==> src/ofrt_pkg.sv <==
// ----------------------------------------------------------------------------
// ofrt_pkg
// Shared types and codes for the open-file reference-count table.
// ----------------------------------------------------------------------------
package ofrt_pkg;

    localparam int ENTRIES_DEF  = 16;
    localparam int RESERVED_DEF = 2;

    localparam int OP_W     = 2;
    localparam int SECTOR_W = 16;
    localparam int SLOT_W   = 4;
    localparam int STATUS_W = 2;
    localparam int COUNT_W  = 16;

    localparam logic [COUNT_W-1:0] COUNT_MAX = '1;

    localparam logic [OP_W-1:0] OP_ACQUIRE = 2'd0;
    localparam logic [OP_W-1:0] OP_RELEASE = 2'd1;
    localparam logic [OP_W-1:0] OP_MARK    = 2'd2;

    localparam logic [STATUS_W-1:0] ST_OK         = 2'd0;
    localparam logic [STATUS_W-1:0] ST_REFUSED    = 2'd1;
    localparam logic [STATUS_W-1:0] ST_FULL       = 2'd2;
    localparam logic [STATUS_W-1:0] ST_NOT_IN_USE = 2'd3;

    typedef struct packed {
        logic [SECTOR_W-1:0] sector;
        logic [COUNT_W-1:0]  count;
    } t_entry;

endpackage

==> src/ofrt_if.sv <==
// ----------------------------------------------------------------------------
// ofrt_if
// Request and response channels of the open-file reference-count table.
// ----------------------------------------------------------------------------
interface ofrt_req_if;
    logic                          valid;
    logic                          ready;
    logic [ofrt_pkg::OP_W-1:0]     operation;
    logic [ofrt_pkg::SECTOR_W-1:0] sector;
    logic [ofrt_pkg::SLOT_W-1:0]   slot;

    modport source (output valid, operation, sector, slot, input ready);
    modport sink   (input valid, operation, sector, slot, output ready);
endinterface

interface ofrt_rsp_if;
    logic                          valid;
    logic                          ready;
    logic [ofrt_pkg::STATUS_W-1:0] status;
    logic [ofrt_pkg::SLOT_W-1:0]   slot_out;
    logic                          remove_now;

    modport source (output valid, status, slot_out, remove_now, input ready);
    modport sink   (input valid, status, slot_out, remove_now, output ready);
endinterface

==> src/open_file_refcount_table.sv <==
// ----------------------------------------------------------------------------
// open_file_refcount_table
// Open-file table keyed by inode sector with per-slot reference counts.
// Acquire and mark-delete scan the entry memory one slot a cycle through the
//   single read port of the entry memory, stopping at the first hit or after
//   the last slot; the response then waits for the output register to be free.
// Release reads its slot once; a slot not in use goes straight to the response.
// One request in flight; the next is taken once the response is registered.
// Synchronous reset clears valid and pending bits at once; no clearing pass.
// ----------------------------------------------------------------------------
module open_file_refcount_table #(
    parameter int ENTRIES        = ofrt_pkg::ENTRIES_DEF,
    parameter int RESERVED_SLOTS = ofrt_pkg::RESERVED_DEF
) (
    input  logic       i_clk,
    input  logic       i_rst_n,
    ofrt_req_if.sink   i_req,
    ofrt_rsp_if.source o_rsp
);

    localparam int IW = $clog2(ENTRIES);

    typedef enum logic [1:0] {S_IDLE, S_SCAN, S_REL, S_RESP} t_state;

    t_state                         r_state, n_state;
    logic [ofrt_pkg::OP_W-1:0]      r_op, n_op;
    logic [ofrt_pkg::SECTOR_W-1:0]  r_sec, n_sec;
    logic [IW-1:0]                  r_slot, n_slot;
    logic [IW-1:0]                  r_idx, n_idx;
    logic                           r_free_found, n_free_found;
    logic [IW-1:0]                  r_free_idx, n_free_idx;
    logic [ENTRIES-1:0]             r_valid, n_valid;
    logic [ENTRIES-1:0]             r_pend, n_pend;
    logic [ofrt_pkg::STATUS_W-1:0]  r_res_status, n_res_status;
    logic [ofrt_pkg::SLOT_W-1:0]    r_res_slot, n_res_slot;
    logic                           r_res_remove, n_res_remove;
    logic                           r_out_valid, n_out_valid;
    logic [ofrt_pkg::STATUS_W-1:0]  r_out_status, n_out_status;
    logic [ofrt_pkg::SLOT_W-1:0]    r_out_slot, n_out_slot;
    logic                           r_out_remove, n_out_remove;

    ofrt_pkg::t_entry mem [ENTRIES];
    ofrt_pkg::t_entry rd_data;
    ofrt_pkg::t_entry mem_wd;
    logic [IW-1:0]    rd_addr;
    logic [IW-1:0]    mem_wa;
    logic             mem_we;

    logic                           in_fire;
    logic                           req_slot_ok;
    logic                           hit;
    logic                           cand;
    logic [IW-1:0]                  fidx;
    logic [ofrt_pkg::COUNT_W-1:0]   dec_count;

    assign i_req.ready      = (r_state == S_IDLE);
    assign in_fire          = i_req.valid && i_req.ready;
    assign o_rsp.valid      = r_out_valid;
    assign o_rsp.status     = r_out_status;
    assign o_rsp.slot_out   = r_out_slot;
    assign o_rsp.remove_now = r_out_remove;

    assign req_slot_ok = (32'(i_req.slot) < ENTRIES) && r_valid[IW'(i_req.slot)];
    assign hit         = r_valid[r_idx] && (rd_data.sector == r_sec);
    assign cand        = !r_valid[r_idx] && (32'(r_idx) >= RESERVED_SLOTS);
    assign fidx        = r_free_found ? r_free_idx : r_idx;
    assign dec_count   = (rd_data.count == '0) ? '0 :
                         rd_data.count - ofrt_pkg::COUNT_W'(1);

    always_comb begin
        n_state      = r_state;
        n_op         = r_op;
        n_sec        = r_sec;
        n_slot       = r_slot;
        n_idx        = r_idx;
        n_free_found = r_free_found;
        n_free_idx   = r_free_idx;
        n_valid      = r_valid;
        n_pend       = r_pend;
        n_res_status = r_res_status;
        n_res_slot   = r_res_slot;
        n_res_remove = r_res_remove;
        n_out_valid  = r_out_valid && !o_rsp.ready;
        n_out_status = r_out_status;
        n_out_slot   = r_out_slot;
        n_out_remove = r_out_remove;
        rd_addr      = r_idx + IW'(1);
        mem_we       = 1'b0;
        mem_wa       = r_idx;
        mem_wd       = rd_data;

        unique case (r_state)
            S_IDLE: begin
                if (in_fire) begin
                    n_op         = i_req.operation;
                    n_sec        = i_req.sector;
                    n_slot       = IW'(i_req.slot);
                    n_idx        = '0;
                    n_free_found = 1'b0;
                    n_res_status = ofrt_pkg::ST_OK;
                    n_res_slot   = '0;
                    n_res_remove = 1'b0;
                    unique case (i_req.operation)
                        ofrt_pkg::OP_ACQUIRE, ofrt_pkg::OP_MARK: begin
                            rd_addr = '0;
                            n_state = S_SCAN;
                        end
                        ofrt_pkg::OP_RELEASE: begin
                            rd_addr = IW'(i_req.slot);
                            if (req_slot_ok) begin
                                n_state = S_REL;
                            end else begin
                                n_res_status = ofrt_pkg::ST_NOT_IN_USE;
                                n_state      = S_RESP;
                            end
                        end
                        default: n_state = S_RESP;
                    endcase
                end
            end
            S_SCAN: begin
                // remember the first free slot past the reserved ones
                if (cand && !r_free_found) begin
                    n_free_found = 1'b1;
                    n_free_idx   = r_idx;
                end
                if (hit) begin
                    n_state = S_RESP;
                    if (r_op == ofrt_pkg::OP_ACQUIRE) begin
                        if (r_pend[r_idx]) begin
                            n_res_status = ofrt_pkg::ST_REFUSED;
                        end else begin
                            mem_we       = 1'b1;
                            mem_wa       = r_idx;
                            mem_wd.sector = r_sec;
                            mem_wd.count  = (rd_data.count == ofrt_pkg::COUNT_MAX) ?
                                            rd_data.count :
                                            rd_data.count + ofrt_pkg::COUNT_W'(1);
                            n_res_slot   = ofrt_pkg::SLOT_W'(r_idx);
                        end
                    end else begin
                        n_pend[r_idx] = 1'b1;
                    end
                end else if (r_idx == IW'(ENTRIES - 1)) begin
                    n_state = S_RESP;
                    if (r_op == ofrt_pkg::OP_ACQUIRE) begin
                        if (r_free_found || cand) begin
                            mem_we        = 1'b1;
                            mem_wa        = fidx;
                            mem_wd.sector = r_sec;
                            mem_wd.count  = ofrt_pkg::COUNT_W'(1);
                            n_valid[fidx] = 1'b1;
                            n_pend[fidx]  = 1'b0;
                            n_res_slot    = ofrt_pkg::SLOT_W'(fidx);
                        end else begin
                            n_res_status = ofrt_pkg::ST_FULL;
                        end
                    end else begin
                        n_res_remove = 1'b1;
                    end
                end else begin
                    n_idx = r_idx + IW'(1);
                end
            end
            S_REL: begin
                n_state = S_RESP;
                if (dec_count == '0) begin
                    n_res_remove    = r_pend[r_slot];
                    n_valid[r_slot] = 1'b0;
                    n_pend[r_slot]  = 1'b0;
                end else begin
                    mem_we       = 1'b1;
                    mem_wa       = r_slot;
                    mem_wd.count = dec_count;
                end
            end
            S_RESP: begin
                // hold until the output register is free
                if (!r_out_valid || o_rsp.ready) begin
                    n_out_valid  = 1'b1;
                    n_out_status = r_res_status;
                    n_out_slot   = r_res_slot;
                    n_out_remove = r_res_remove;
                    n_state      = S_IDLE;
                end
            end
            default: n_state = S_IDLE;
        endcase
    end

    always_ff @(posedge i_clk) begin
        if (!i_rst_n) begin
            r_state     <= S_IDLE;
            r_valid     <= '0;
            r_pend      <= '0;
            r_out_valid <= 1'b0;
        end else begin
            r_state     <= n_state;
            r_valid     <= n_valid;
            r_pend      <= n_pend;
            r_out_valid <= n_out_valid;
        end
        r_op         <= n_op;
        r_sec        <= n_sec;
        r_slot       <= n_slot;
        r_idx        <= n_idx;
        r_free_found <= n_free_found;
        r_free_idx   <= n_free_idx;
        r_res_status <= n_res_status;
        r_res_slot   <= n_res_slot;
        r_res_remove <= n_res_remove;
        r_out_status <= n_out_status;
        r_out_slot   <= n_out_slot;
        r_out_remove <= n_out_remove;
    end

    always_ff @(posedge i_clk) begin
        if (mem_we) begin
            mem[mem_wa] <= mem_wd;
        end
        rd_data <= mem[rd_addr];
    end

    a_busy_after_req: assert property (@(posedge i_clk) disable iff (!i_rst_n)
        in_fire |=> (r_state != S_IDLE))
        else $error("request beat did not start processing");

    a_full_no_slot: assert property (@(posedge i_clk) disable iff (!i_rst_n)
        (r_out_valid && r_out_status == ofrt_pkg::ST_FULL) |->
            (r_out_slot == '0 && !r_out_remove))
        else $error("full response carries a slot or remove flag");

    a_remove_ok_only: assert property (@(posedge i_clk) disable iff (!i_rst_n)
        (r_out_valid && r_out_remove) |-> (r_out_status == ofrt_pkg::ST_OK))
        else $error("remove flag with non-ok status");

    a_no_write_idle: assert property (@(posedge i_clk) disable iff (!i_rst_n)
        (r_state == S_IDLE || r_state == S_RESP) |-> !mem_we)
        else $error("entry memory written outside a request");

endmodule
==> src/flat_wrapper.sv <==
// flat-port wrapper written by rule: the top's interface ports become plain ports
module open_file_refcount_table_flat 
#(
    parameter int ENTRIES        = ofrt_pkg::ENTRIES_DEF,
    parameter int RESERVED_SLOTS = ofrt_pkg::RESERVED_DEF
)
  (i_clk, i_rst_n, i_req_valid, i_req_operation, i_req_sector, i_req_slot, i_req_ready, o_rsp_valid, o_rsp_status, o_rsp_slot_out, o_rsp_remove_now, o_rsp_ready);
  ofrt_req_if i_req_i ();
  ofrt_rsp_if o_rsp_i ();
  input  logic i_clk;
  input  logic i_rst_n;
  input wire logic [$bits(i_req_i.valid)-1:0] i_req_valid;
  input wire logic [$bits(i_req_i.operation)-1:0] i_req_operation;
  input wire logic [$bits(i_req_i.sector)-1:0] i_req_sector;
  input wire logic [$bits(i_req_i.slot)-1:0] i_req_slot;
  output wire logic [$bits(i_req_i.ready)-1:0] i_req_ready;
  output wire logic [$bits(o_rsp_i.valid)-1:0] o_rsp_valid;
  output wire logic [$bits(o_rsp_i.status)-1:0] o_rsp_status;
  output wire logic [$bits(o_rsp_i.slot_out)-1:0] o_rsp_slot_out;
  output wire logic [$bits(o_rsp_i.remove_now)-1:0] o_rsp_remove_now;
  input wire logic [$bits(o_rsp_i.ready)-1:0] o_rsp_ready;
  assign i_req_i.valid = i_req_valid;
  assign i_req_i.operation = i_req_operation;
  assign i_req_i.sector = i_req_sector;
  assign i_req_i.slot = i_req_slot;
  assign i_req_ready = i_req_i.ready;
  assign o_rsp_valid = o_rsp_i.valid;
  assign o_rsp_status = o_rsp_i.status;
  assign o_rsp_slot_out = o_rsp_i.slot_out;
  assign o_rsp_remove_now = o_rsp_i.remove_now;
  assign o_rsp_i.ready = o_rsp_ready;
  open_file_refcount_table #(.ENTRIES(ENTRIES), .RESERVED_SLOTS(RESERVED_SLOTS)) u_core (.i_clk(i_clk), .i_rst_n(i_rst_n), .i_req(i_req_i), .o_rsp(o_rsp_i));
endmodule
==> config.mk <==
export PLATFORM = sky130hd
export DESIGN_NAME = open_file_refcount_table_flat
export DESIGN_NICKNAME = d
export VERILOG_FILES = /design/src/ofrt_pkg.sv /design/src/ofrt_if.sv /design/src/open_file_refcount_table.sv /design/src/flat_wrapper.sv
export SDC_FILE = /design/constraint.sdc
export NUM_CORES = 1
export LEC_CHECK = 0
export BUFFER_PORTS_ARGS = -buffer_cell sky130_fd_sc_hd__buf_2
export CORE_UTILIZATION = 39
export DETAILED_ROUTE_END_ITERATION = 10
export MAX_ROUTING_LAYER = met4
export PLACE_DENSITY = 0.54
export SYNTH_ARGS = -nofsm -noshare
export SYNTH_HDL_FRONTEND = slang
export SYNTH_SLANG_ARGS = --single-unit
==> constraint.sdc <==
create_clock -name i_clk -period 15 [get_ports i_clk]
set_input_delay 3 -clock i_clk [delete_from_list [all_inputs] [get_ports i_clk]]
set_output_delay 3 -clock i_clk [all_outputs]
set_load 0.01 [all_outputs]
## Word level (Yosys, flattened, before mapping)

Memory sizes are Yosys's and may differ from the RTL's. A register that Yosys moved wholly into a read port is not among the register bits.
Index checks and enable logic that the tools add are counted.

- Magnitude comparators: 8
- Reductions and logical operators: 34
- Add/sub/neg operators: 3
- Equality and inequality tests: 25
- $mul: 0
- Divide/modulo/power cells: 0
- Bitwise gates (word level): 7
- Muxes and demuxes: 96
- Shift-type cells: 0

Operators by type and width:

| cell | number |
|---|---|
| $mux W16 | 15 |
| $mux W32 | 6 |
| $pmux W16 S2 | 3 |
| $mux W4 | 17 |
| $and A16 B16 Y16 | 3 |
| $logic_not A16 Y1 | 2 |
| $not A16 Y16 | 2 |
| $or A16 B16 Y16 | 2 |
| $pmux W4 S2 | 4 |
| $reduce_and A6 Y1 | 5 |
| $mux W2 | 13 |
| $mux W1 | 25 |
| $lt A4 B5 Y1 const B | 4 |
| $add A16 B1 Y16 const B | 1 |
| $bmux W1 S4 | 4 |
| $eq A16 B16 Y1 | 1 |
| $eq A16 B16 Y1 const B | 1 |
| $sub A16 B1 Y16 const B | 1 |
| $demux W1 S4 | 3 |
| $ge A4 B1 Y1 const B | 3 |
| $ne A2 B1 Y1 const B | 6 |
| $ne A3 B1 Y1 const B | 3 |
| $ne A3 B3 Y1 const B | 3 |
| $logic_and A1 B1 Y1 | 8 |
| other kinds (20) | 38 |

- Latch bits: 0
- Bits in read-only memories: 0
- Memories kept: 1
- Register bits: 80
- RAM bits: 512

Memories:

| name | depth | bits a word | read ports | clocked after Yosys merged registers in | write ports | line | text |
|---|---|---|---|---|---|---|---|
| u_core.mem | 16 | 32 | 1 | 1 | 1 | open_file_refcount_table.sv:42 | `ofrt_pkg::t_entry mem [ENTRIES];` |

## Depth between registers and ports, before layout

Gate-level depths: netlist of run 1.

- Depth after elaboration: 12
- Gate-level depth with buffers: 14

## Worst setup path before layout of run 1

No wires, ideal clock.

- Kind: register to register
- From: register, netlist name u_core.rd_data[0]
- To: memory u_core.mem[11][0] (netlist name) (enable)
- Arrival: 5.657 ns
- Buffers on the path: 2
- Clock period less this slack: 6.159 ns
- Library setup time: 0.502 ns
- Cell stages (with the launch flop): 12
- Path slack: 8.841 ns
- Path through: dfxtp_1 buf_6 inv_1 ha_1 clkbuf_1 or3_1 a31oi_4 o22ai_2 o41ai_4 a221oi_2 or2_4 nor4_1

- Longest elaborated chain between the ends: 7
- Elaborated cells between the ends (all ways): 10
- Those cells by class: 1 x add/sub; 7 x mux; 2 x reduce/logical

Ends and longest elaborated chain:

| what | line | text |
|---|---|---|
| $sub A16 B1 Y16 / $logic_not A16 Y1 (equally long branches) | open_file_refcount_table.sv:68, open_file_refcount_table.sv:67 |  |
| $mux W16 (*) | open_file_refcount_table.sv:67 | `assign dec_count = (rd_data.count == '0) ? '0 :` |
| $logic_not A16 Y1 (*) | open_file_refcount_table.sv:167 | `if (dec_count == '0) begin` |
| $mux W1 | open_file_refcount_table.sv:167 |  |
| $pmux W1 S2 | open_file_refcount_table.sv:92 | `unique case (r_state)` |
| $mux W1 | open_file_refcount_table.sv:218 | `if (mem_we) begin` |
| $mux W1 (not written as such) | open_file_refcount_table.sv:219 | `mem[mem_wa] <= mem_wd;` |
| end: declaration | open_file_refcount_table.sv:42 |  |

Mark *: on every way between the ends. The rest lies on a longest branch, timed or not.

## Worst setup path in the final report of run 1

- From: input port i_req_valid
- To: register, netlist name u_core.rd_data[0]

- Longest elaborated chain between the ends: 3

Ends and longest elaborated chain:

| what | line | text |
|---|---|---|
| start: declaration | flat_wrapper.sv:12 | `input wire logic [$bits(i_req_i.valid)-1:0] i_req_valid;` |
| $logic_and A1 B1 Y1 | open_file_refcount_table.sv:57 | `assign in_fire = i_req.valid && i_req.ready;` |
| $mux W4 | open_file_refcount_table.sv:94 | `if (in_fire) begin` |
| $mux W4 | open_file_refcount_table.sv:92 |  |

No other way between the ends.
A chain may end at the register's enable or synchronous reset.

==> summary.txt, run 1 <==
Logic synthesis
  – Yosys top cell area share: 61.2%
  – Seq/Total Area, Yosys: 66.1%
  – Async set-reset flop share out of synthesis: 0%
  – EDFF count, synth: 557
  – Syn Area/Cell: 12.4 sq um
  – Yosys warns: 0
  – Netlist cell types: 82
  – Netlist Area Pre-Place: 27300 sq um
  – Dominant synthesized flop cell: edfxtp_1
  – Largest cells by area after synthesis: edfxtp_1, nand2_1, dfxtp_1
  – Cell count after synthesis: 2202
  – Area leader, netlist: edfxtp_1
  – Seq cells post-synth: 624
  – Post-Syn Nets: 2240

Power
  – Sequential share of power: 36.7%
  – P_leak: 0.00992 uW
  – Peak supply drop: 0.000250 V
  – Pint: 4180 uW
  – Sw frac: 40.0%
  – NetSw: 2790 uW
  – Clock share of power: 24.5%
  – Pwr dens: 226 nW/um^2
  – Combinational fraction of design power: 38.8%

Drt
  – Met2 WL post-DR: 35200 microns
  – Number of DRC markers in iteration 0: 1732
  – Metal3 WL: 3700 microns
  – Residual DRC: 0
  – Antenna Violating Nets Remaining: 0
  – TritonRoute pass-1 iters: 5
  – Post-Route WL: 74300 microns
  – Wire per inst: 23.4 microns
  – Met1 WL: 33700 microns
  – Uppermost layer routed: met4
  – Via Count: 18400
  – Via density per instance: 5.80

Timing
  – Final-report setup violation count: 0
  – Slew Limit Headroom: 7.46%
  – Unrepaired setup endpoints after global routing: false
  – Final setup margin: 8860 ps
  – Final Skew: 23.9 ps
  – Part of the cycle the worst path needs: 40.9%
  – Hold Fails Final Rpt: 0
  – Tmin final: 6140 ps
  – Worst-margin pin slew: 1390 ps
  – Max Fclk: 163 MHz
  – Final Max Tran Viols: 0
  – Final TNS setup: 0 ps

CTS
  – CTS Buffer Depth: 3
  – Sink Count: 624
  – CTS clk-pin slew, worst paths: 60 ps
  – Buffers inserted by post-CTS timing repair: 0
  – Total CTS buffers: 70
  – CTS tree: yes
  – Root Driver: clkbuf_16
  – CTS resizes: 0
  – Insertion delay to the later sink of the worst-skew pair: 600 ps
  – CTS H-tree depth: 3
  – Post-CTS Hold Fix Bufs: 0

Layout
  – Share of cells above drive strength 1: 10.8%
  – Post-layout utilization of the core: 44.7%
  – Area growth from synthesis to layout: 12.8%
  – Most common cell after layout, fill and taps aside: edfxtp_1
  – # fillers: 6340
  – Multi-input logic area: 8660 sq um
  – Most frequent cells in the layout: edfxtp_1, nand2_1, a211oi_1, and2_1, a21oi_1
  – Register Area: 18100 sq um
  – Cell area after layout: 30800 sq um
  – Nets: 2220

Critical path
  – R2R Setup Slk: 9400 ps
  – Reg2reg start: u_core.rd_data[0]
  – Startpoint Class: input pin
  – R2R depth: 11
  – Crit Path Max Fanout: 94
  – CP endpoint kind: register
  – Critical path class: in -> reg
  – CP arrival: 6660 ps
  – Crit path required time: 15530 ps
  – Worst R2R End: u_core.mem[11][28]

Floorplanning
  – Die Footprint: 71200 sq um
  – # IOs: 35
  – # rows: 96
  – Chip height: 267 microns
  – Starting Density: 39.6%
  – Die X: 267 microns
  – Core Area: 68900 sq um

Placed design
  – Post-DP Area: 28500 sq um
  – Placer Congestion: 0.881
  – IO Port Bufs: 34
  – Post-Place Worst Slack: 8260 ps
  – Hpwl dp: 39400 microns

Run
  – Number of max-cap violations: 0

Hold path
  – Hold Path Origin: u_core.r_res_slot[2]
  – Min-Delay Path Depth: 0
  – WHS Endpoint: u_core.o_rsp.slot_out[2]
  – Hold Crit Class: reg -> reg

Global route
  – First-pass GRT wire length: 112000 microns
  – Largest net degree at the start of global routing: 225
  – Grt total ovfl: 0
  – Total track usage: 21.5%
  – Vias in the first global route: 17700
  – Initial antenna violation count: 1

Outcome
  – Status: completed
## state kept, by name, indices dropped and copies added, names as in the netlist
| register | count |
|---|---|
| u_core.r_op | 2 |
| u_core.r_sec | 16 |
| u_core.r_pend | 16 |
| u_core.r_res_status | 2 |
| u_core.r_state | 2 |
| u_core.o_rsp.slot_out | 4 |
| u_core.r_slot | 4 |
| u_core.rd_data | 32 |
| u_core.r_valid | 16 |
| u_core.r_res_slot | 4 |
| u_core.r_free_idx | 4 |
| u_core.o_rsp.remove_now | 1 |
| u_core.o_rsp.valid | 1 |
| u_core.r_res_remove | 1 |
| u_core.o_rsp.status | 2 |
| u_core.mem | 512 |
| u_core.r_free_found | 1 |
| u_core.r_idx | 4 |
## worst max-delay path, cell delays in order
cell	delay, ps
buf_2	90
and2_1	120
buf_4	410
nor2b_1	450
a22o_4	750
buf_4	860
and2_1	240
a211oi_1	50
a311oi_1	330
a21oi_1	70
a21oi_1	180
## cells in the mapped netlist, drive strengths merged, types with 9 or more instances
master  instances
a211oi        166
a21oi         109
a311oi         66
a31oi          84
and2          144
and3            9
buf            16
clkbuf        154
dfxtp          67
edfxtp        557
ha             12
inv            22
mux2i          18
mux4           16
nand2         376
nand2b         11
nand3          32
nand4          13
nor2           55
nor2b          12
nor3           28
nor4           28
o21ai          49
or3            13
xor2           20
## worst max path at each step
stage | start | end | cells after the start
after floorplan | u_core.rd_data[0] | u_core.mem[11][0] | 11
after global placement | i_req_valid | u_core.rd_data[1] | 11
after detailed placement | i_req_valid | u_core.rd_data[19] | 11
after CTS | i_req_valid | u_core.rd_data[1] | 11
after global routing | i_req_valid | u_core.rd_data[13] | 11
final | i_req_valid | u_core.rd_data[0] | 11
## metal layers
layer,vias up,GRT usage [%]
met5,-,-
met4,0,5.98
met3,131,2.96
met2,534,33.8
met1,9312,29.2
li1,8401,-
## per-stage QoR
stage	power (uW)	hold WS (ps)	std cells
finish	6970	421	3170
global placement	5230	424	3040
global route	7360	439	3170
detailed placement	5280	409	3040
floorplan	4440	400	2202
CTS	7000	424	3168
## cells by family (layout without fill, tap and decap cells)
logic type,count (synthesis),after routing,share of synthesized area (%)
adders and majority gates,12,12,0.549
DFF,624,624,66.1
xor gates and xnor gates,22,22,0.705
AOI/OAI and AO/OA,568,568,14.6
buffers and inverters,193,229,2.79
and+or+nand+nor,748,748,13.2
muxes,35,35,2.02
other,0,1,0
## layout make-up
| type | count | area share (%) |
|---|---|---|
| sequential | 624 | 58.6 |
| multi-input combinational | 1385 | 28.1 |
| clock buffer | 108 | 6.74 |
| tap | 931 | 3.78 |
| timing repair buffer | 78 | 1.68 |
| clock inverter | 20 | 0.812 |
| inverter | 23 | 0.280 |
| antenna | 1 | 0.00812 |
## power groups by stage
| stage | logic [uW] | registers [uW] | clock network [uW] |
|---|---|---|---|
| detailed placement | 2690 | 2590 | 0 |
| floorplan | 1980 | 2470 | 0 |
| finish | 2710 | 2560 | 1710 |
| global placement | 2650 | 2590 | 0 |
| global route | 2980 | 2570 | 1800 |
| CTS | 2700 | 2550 | 1740 |
No activity file was read; power rests on OpenSTA's default activity.
==> run 2: changes to the inputs <==
--- a/config.mk
+++ b/config.mk
@@ -5,6 +5,7 @@
 export SDC_FILE = /design/constraint.sdc
 export NUM_CORES = 1
 export LEC_CHECK = 0
+export ABC_AREA = 1
 export BUFFER_PORTS_ARGS = -buffer_cell sky130_fd_sc_hd__buf_2
 export CORE_UTILIZATION = 39
 export DETAILED_ROUTE_END_ITERATION = 10
==> constraint.sdc (replaced) <==
create_clock -name i_clk -period 6.31 [get_ports i_clk]
set_input_delay 1.262 -clock i_clk [delete_from_list [all_inputs] [get_ports i_clk]]
set_output_delay 1.262 -clock i_clk [all_outputs]
set_load 0.01 [all_outputs]
==> summary.txt, run 2 <==
Timing
  – Slew Limit Headroom: 5.04% (-2.4 points)
  – Unrepaired setup endpoints after global routing: false
  – Final-report setup violation count: 0 (unchanged)
  – Worst-margin pin slew: 1420 ps (+30.1 ps)
  – Tmin final: 4440 ps
  – Final Max Tran Viols: 0 (unchanged)
  – Max Fclk: 225 MHz
  – Final Skew: 31.9 ps (+8.04 ps)
  – Final TNS setup: 0 ps (unchanged)
  – Part of the cycle the worst path needs: 70.4%
  – Hold Fails Final Rpt: 0 (unchanged)
  – Final setup margin: 1870 ps (-7000 ps)

Logic synthesis
  – Yosys warns: 0 (unchanged)
  – Post-synthesis xor/xnor area fraction: 0.0950% (-0.61 points)
  – Seq/Total Area, Yosys: 65.3% (-0.78 points)
  – Post-Syn Nets: 2696 (+20%)
  – Synth Area in Adders: 0.543% (-0.0065 points)
  – EDFF count, synth: 557 (unchanged)
  – Async set-reset flop share out of synthesis: 0% (unchanged)
  – Area leader, netlist: edfxtp_1
  – Mux cell area share after synthesis: 0% (-2.0 points)
  – Complex-gate fraction of the synthesized area: 15.9% (+1.3 points)
  – Netlist Area Pre-Place: 27700 sq um (+1.2%)
  – Largest cells by area after synthesis: edfxtp_1, o21ai_0, nor2_1
  – Most common cell in the netlist: edfxtp_1
  – Netlist cell types: 47 (-43%)
  – Syn Area/Cell: 10.4 sq um (-16%)
  – Seq cells post-synth: 624 (unchanged)
  – Dominant synthesized flop cell: edfxtp_1
  – Post-Synth Simple-Gate Area: 13.4% (+0.15 points)
  – Yosys top cell area share: 60.5% (-0.73 points)
  – Top cells by instance count after synthesis: edfxtp_1, nor2_1, o21ai_0
  – Cell count after synthesis: 2658 (+21%)
  – Largest family of logic cells by synthesized area: compound AO/OA/AOI/OAI gates

Layout
  – Nets: 2714 (+22%)
  – Regs by FF count: u_core.mem (512), u_core.rd_data (32)
  – Fin cells: 3674 (+16%)
  – Area growth from synthesis to layout: 13.5%
  – Most frequent cells in the layout: edfxtp_1, o21ai_0, nor2_1, nand2_1, inv_1
  – Reg with most FFs: u_core.mem
  – Most common cell after layout, fill and taps aside: edfxtp_1
  – Share of cells above drive strength 1: 9.66% (-1.2 points)
  – Number of flip-flops under the largest register name: 512 (unchanged)
  – # fillers: 6588 (+3.9%)

Drt
  – Residual DRC: 0 (unchanged)
  – Wire per inst: 23.0 microns (-1.9%)
  – TritonRoute pass-1 iters: 6 (+1)
  – Antenna Violating Nets Remaining: 0 (unchanged)
  – Number of DRC markers in iteration 0: 2162 (+25%)
  – Via Count: 20700 (+13%)
  – Post-Route WL: 84400 microns (+14%)
  – Via density per instance: 5.64 (-2.7%)

CTS
  – CTS H-tree depth: 3 (unchanged)
  – CTS Buffer Depth: 3 (unchanged)
  – Total CTS buffers: 70 (unchanged)
  – CTS resizes: 0 (unchanged)
  – Root Driver: clkbuf_16
  – Sink Count: 624 (unchanged)
  – Buffers inserted by post-CTS timing repair: 0 (unchanged)
  – Post-CTS Hold Fix Bufs: 0 (unchanged)
  – CTS tree: yes
  – Insertion delay to the later sink of the worst-skew pair: 630 ps (+30 ps)
  – CTS clk-pin slew, worst paths: 60 ps (about the same)

Floorplanning
  – Core Area: 70100 sq um (+1.7%)
  – # IOs: 35 (unchanged)
  – Starting Density: 39.4% (-0.21 points)
  – Die X: 268 microns (+0.59%)
  – Chip height: 268 microns (+0.59%)
  – # rows: 97 (+1.0%)
  – Die Footprint: 72000 sq um (+1.2%)

Hold path
  – WHS Endpoint: u_core.o_rsp.slot_out[2]
  – Hold Path Origin: u_core.r_res_slot[2]
  – Min-Delay Path Depth: 0 (unchanged)
  – Hold Crit Class: reg -> reg

Critical path
  – Crit Path Max Fanout: 33 (-65%)
  – Startpoint Class: register
  – R2R depth: 16 (+5)
  – CP arrival: 4740 ps (-1920 ps)
  – Worst Setup SP: u_core.r_idx[0]
  – Crit path required time: 6610 ps (-8920 ps)
  – Critical path class: reg -> reg
  – CP endpoint kind: register
  – R2R Setup Slk: 1870 ps (-7530 ps)
  – Reg2reg start: u_core.r_idx[0]
  – Worst R2R End: u_core.mem[14][28]

Placed design
  – Post-Place Worst Slack: 1800 ps (-6460 ps)
  – Hpwl dp: 50800 microns (+29%)
  – IO Port Bufs: 34 (unchanged)
  – Placed cells: 3544 (+17%)
  – Placer Congestion: 0.976 (+11%)

Global route
  – Largest net degree at the start of global routing: 129 (-43%)
  – Total track usage: 24.2% (+2.7 points)
  – Grt total ovfl: 0 (unchanged)
  – Initial antenna violation count: 0 (-1)
  – First-pass GRT wire length: 125000 microns (+12%)
  – Vias in the first global route: 19800 (+12%)

Outcome
  – Status: completed

Power
  – Peak supply drop: 0.000343 V (+37%)
  – Pwr dens: 570 nW/um^2 (+150%)
  – P_leak: 0.0108 uW (+9.1%)
  – Pwr Total: 17900 uW (+160%)

Run
  – Number of max-cap violations: 0 (unchanged)
[run 2: stage by stage]
step	util [%]	hold slack [ps]	cell area (sq um)
after floorplan	-	400	27700
after global placement	41.6	405	29100
after detailed placement	41.6	407	29100
after CTS	44.8	430	31400
after global routing	44.8	437	31400
final	44.8	425	31400
[run 2: report_power, final]
part | total [uW] | internal [uW] | switching (uW)
Sequential | 6440 | 6000 | 437
Combinational | 7510 | 1940 | 5570
Clock | 3960 | 2250 | 1710
[run 2: kinds of logic after synthesis]
kind of cell,Yosys count
AOI/OAI and AO/OA,781
xor gates and xnor gates,3
adders and majority gates,12
buffers and inverters,327
DFF,624
and+or+nand+nor,911
[run 2: worst max-delay path, stage by stage, from the launching register on]
cell and delay (ps):
edfxtp_1 760, inv_4 220, nor2_1 130, o21ai_0 110, nand2_1 80, nand2_1 50
nor2_1 230, nand2_1 130, nand2_2 140, nand2_2 360, nand2_1 250, nand2_1 80
a21oi_1 230, and2_1 190, nand2_1 220, nor2_4 600, buf_4 340
[run 2: area by class of cell]
type | count | area (sq um) | area share (%)
inverter | 167 | 636 | 2.02
tap | 940 | 1180 | 3.74
antenna | 1 | 2.50 | 0.00797
timing repair buffer | 106 | 811 | 2.58
clock inverter | 32 | 343 | 1.09
clock buffer | 97 | 1910 | 6.09
multi-input combinational | 1707 | 8460 | 26.9
sequential | 624 | 18100 | 57.5
[run 2: layer usage]
| metal | wire length, microns | part of all wire (%) | vias to the layer above | GRT usage, % |
|---|---|---|---|---|
| met5 | 0 | 0 | - | - |
| met4 | 2500 | 3.0 | 0 | 7.85 |
| met3 | 5570 | 6.6 | 161 | 3.63 |
| met2 | 39600 | 47 | 793 | 37.7 |
| met1 | 36700 | 44 | 10200 | 32.4 |
| li1 | - | - | 9530 | - |
[run 2: how the worst max path moves through the flow]
stage                         endpoint  slack, ps  depth (start not counted)
global route         u_core.mem[8][23]       1580                         16
detailed placement  u_core.rd_data[31]       1800                         13
floorplan             u_core.mem[4][0]       2520                         16
global placement    u_core.rd_data[31]       1760                         13
finish              u_core.mem[14][28]       1870                         16
CTS                  u_core.mem[9][16]       1890                         17
==> run 3: changes to the inputs <==
==> constraint.sdc (replaced) <==
create_clock -name i_clk -period 4.19 [get_ports i_clk]
set_input_delay 0.838 -clock i_clk [delete_from_list [all_inputs] [get_ports i_clk]]
set_output_delay 0.838 -clock i_clk [all_outputs]
set_load 0.01 [all_outputs]
==> summary.txt, run 3 (synthesis results as in run 2) <==
CTS
  – Buffers inserted by post-CTS timing repair: 0 (unchanged)
  – CTS tree: yes
  – CTS clk-pin slew, worst paths: 60 ps (about the same)
  – Root Driver: clkbuf_16
  – Post-CTS Hold Fix Bufs: 0 (unchanged)
  – Total CTS buffers: 70 (unchanged)
  – CTS resizes: 0 (unchanged)
  – Insertion delay to the later sink of the worst-skew pair: 630 ps (about the same)
  – CTS Buffer Depth: 3 (unchanged)
  – Sink Count: 624 (unchanged)
  – CTS H-tree depth: 3 (unchanged)

Power
  – Pwr dens: 872 nW/um^2 (+53%)
  – Pwr Total: 27700 uW (+55%)
  – Peak supply drop: 0.000600 V (+75%)
  – P_leak: 0.0111 uW (+2.3%)

Critical path
  – Crit path required time: 4470 ps (-2140 ps)
  – Worst R2R End: u_core.mem[7][23]
  – Reg2reg start: u_core.rd_data[0]
  – Critical path class: reg -> reg
  – Startpoint Class: register
  – R2R Setup Slk: 390 ps (-1480 ps)
  – R2R depth: 17 (+1)
  – CP endpoint kind: register
  – Crit Path Max Fanout: 19 (-42%)
  – CP arrival: 4080 ps (-660 ps)

Placed design
  – IO Port Bufs: 34 (unchanged)
  – Hpwl dp: 54700 microns (+7.5%)
  – Placer Congestion: 0.972 (-0.42%)

Timing
  – Final Skew: 39.6 ps (+7.76 ps)
  – Slew Limit Headroom: 12.2% (+7.2 points)
  – Max Fclk: 263 MHz (+17%)
  – Unrepaired setup endpoints after global routing: false
  – Part of the cycle the worst path needs: 90.8% (+20 points)
  – Tmin final: 3800 ps (-640 ps)
  – Final-report setup violation count: 0 (unchanged)
  – Final TNS setup: 0 ps (unchanged)
  – Hold Fails Final Rpt: 0 (unchanged)
  – Worst-margin pin slew: 1310 ps (-107 ps)
  – Final Max Tran Viols: 0 (unchanged)

Hold path
  – Hold Crit Class: in -> reg
  – WHS Endpoint: u_core.r_sec[15]
  – Min-Delay Path Depth: 1 (+1)
  – Hold Path Origin: i_req_sector[15]

Layout
  – Most common cell after layout, fill and taps aside: edfxtp_1
  – Nets: 2758 (+1.6%)
  – Reg with most FFs: u_core.mem
  – Number of flip-flops under the largest register name: 512 (unchanged)
  – Area growth from synthesis to layout: 14.9%
  – Most frequent cells in the layout: edfxtp_1, o21ai_0, nor2_1, nand2_1, inv_1
  – Share of cells above drive strength 1: 11.2% (+1.5 points)
  – # fillers: 6644 (+0.85%)
  – Regs by FF count: u_core.mem (512), u_core.rd_data (32)
  – Post-layout utilization of the core: 45.3% (+0.52 points)

Floorplanning
  – Die Footprint: 72000 sq um (unchanged)
  – Die X: 268 microns (unchanged)
  – # rows: 97 (unchanged)
  – Chip height: 268 microns (unchanged)
  – Core Area: 70100 sq um (unchanged)
  – Starting Density: 39.4% (unchanged)
  – # IOs: 35 (unchanged)

Global route
  – Met2 GRT Util: 37.3% (-0.46 points)
  – Busiest grt layer: met2
  – Largest net degree at the start of global routing: 112 (-13%)
  – First-pass GRT wire length: 126000 microns (+0.30%)
  – Vias in the first global route: 19500 (-1.5%)
  – Initial antenna violation count: 1 (+1)
  – Met3 GRT Util: 3.35% (-0.27 points)
  – Met1 usage: 32.6% (+0.22 points)
  – Grt total ovfl: 0 (unchanged)
  – Total track usage: 24.2% (about the same)

Drt
  – Via Count: 20700 (-0.034%)
  – Antenna Violating Nets Remaining: 0 (unchanged)
  – Via density per instance: 5.57 (-1.2%)
  – Residual DRC: 0 (unchanged)
  – Wire per inst: 22.7 microns (-1.4%)
  – Number of DRC markers in iteration 0: 2095 (-3.1%)
  – Post-Route WL: 84300 microns (-0.21%)
  – TritonRoute pass-1 iters: 8 (+2)

Outcome
  – Status: completed

Run
  – Number of max-cap violations: 0 (unchanged)
[run 3: cell types whose count changed in the layout (fill, tap and decap cells not counted), sizes merged]
| cell | previous run | this run |
|---|---|---|
| clkinvlp | 1 | 2 |
| clkinv | 31 | 36 |
| clkbuf | 97 | 86 |
| bufinv | 2 | 6 |
| buf | 106 | 150 |
[run 3: where the power goes]
| part | internal, uW | switching (uW) | leakage, uW |
|---|---|---|---|
| sequential | 9010 | 520 | 0.00560 |
| combinational | 3180 | 8900 | 0.00435 |
| clock | 3530 | 2580 | 0.00112 |
| total | 15700 | 12000 | 0.0111 |
[run 3: layout make-up]
class,count,area (sq um),area share (%)
antenna,1,2.50,0.00788
clock buffer,86,1830,5.77
clock inverter,42,464,1.46
inverter,167,636,2.00
multi-input combinational,1707,8450,26.6
sequential,624,18100,56.9
tap,940,1180,3.70
timing repair buffer,150,1140,3.59
[run 3: critical path, stage by stage, from the launching register on]
cell	delay [ps]
dfxtp_1	380
inv_2	160
ha_1	280
nand2_2	110
nor2_1	240
nand3_1	130
nand3_2	90
nand2_1	80
nor2_2	210
nand2_1	130
nor2_2	210
nand2_1	120
inv_1	230
nand2_1	70
nand2_1	160
nand2_1	290
nor2_4	190
buf_4	370
[run 3: metal layers]
layer / vias up / share of wire, % / routed length, microns
met2: 694 / 46 / 39100
met1: 10200 / 44 / 37400
met5: - / 0 / 0
li1: 9640 / - / -
met3: 162 / 5.7 / 4820
met4: 0 / 3.4 / 2850
[run 3: stage by stage]
step / instances / hold slack (ps) / setup WS, ps / area (sq um)
2_1_floorplan: 2658 / 400 / 398 / 27700
3_3_place_gp: 3588 / 409 / 405 / 29500
3_5_place_dp: 3588 / 416 / 414 / 29500
4_1_cts: 3716 / 357 / 410 / 31800
5_1_grt: 3716 / 362 / 55.2 / 31800
6_report: 3717 / 392 / 388 / 31800
[run 3: worst max path at each step]
| stage | cells after the start | from | slack (ps) | to |
|---|---|---|---|---|
| finish | 17 | u_core.rd_data[0] | 390 | u_core.mem[7][23] |
| CTS | 17 | u_core.rd_data[0] | 410 | u_core.mem[7][26] |
| global placement | 13 | i_req_operation[0] | 410 | u_core.rd_data[30] |
| detailed placement | 17 | u_core.rd_data[0] | 410 | u_core.mem[7][23] |
| global route | 17 | u_core.rd_data[0] | 60 | u_core.mem[5][4] |
| floorplan | 16 | u_core.rd_data[0] | 400 | u_core.mem[4][0] |
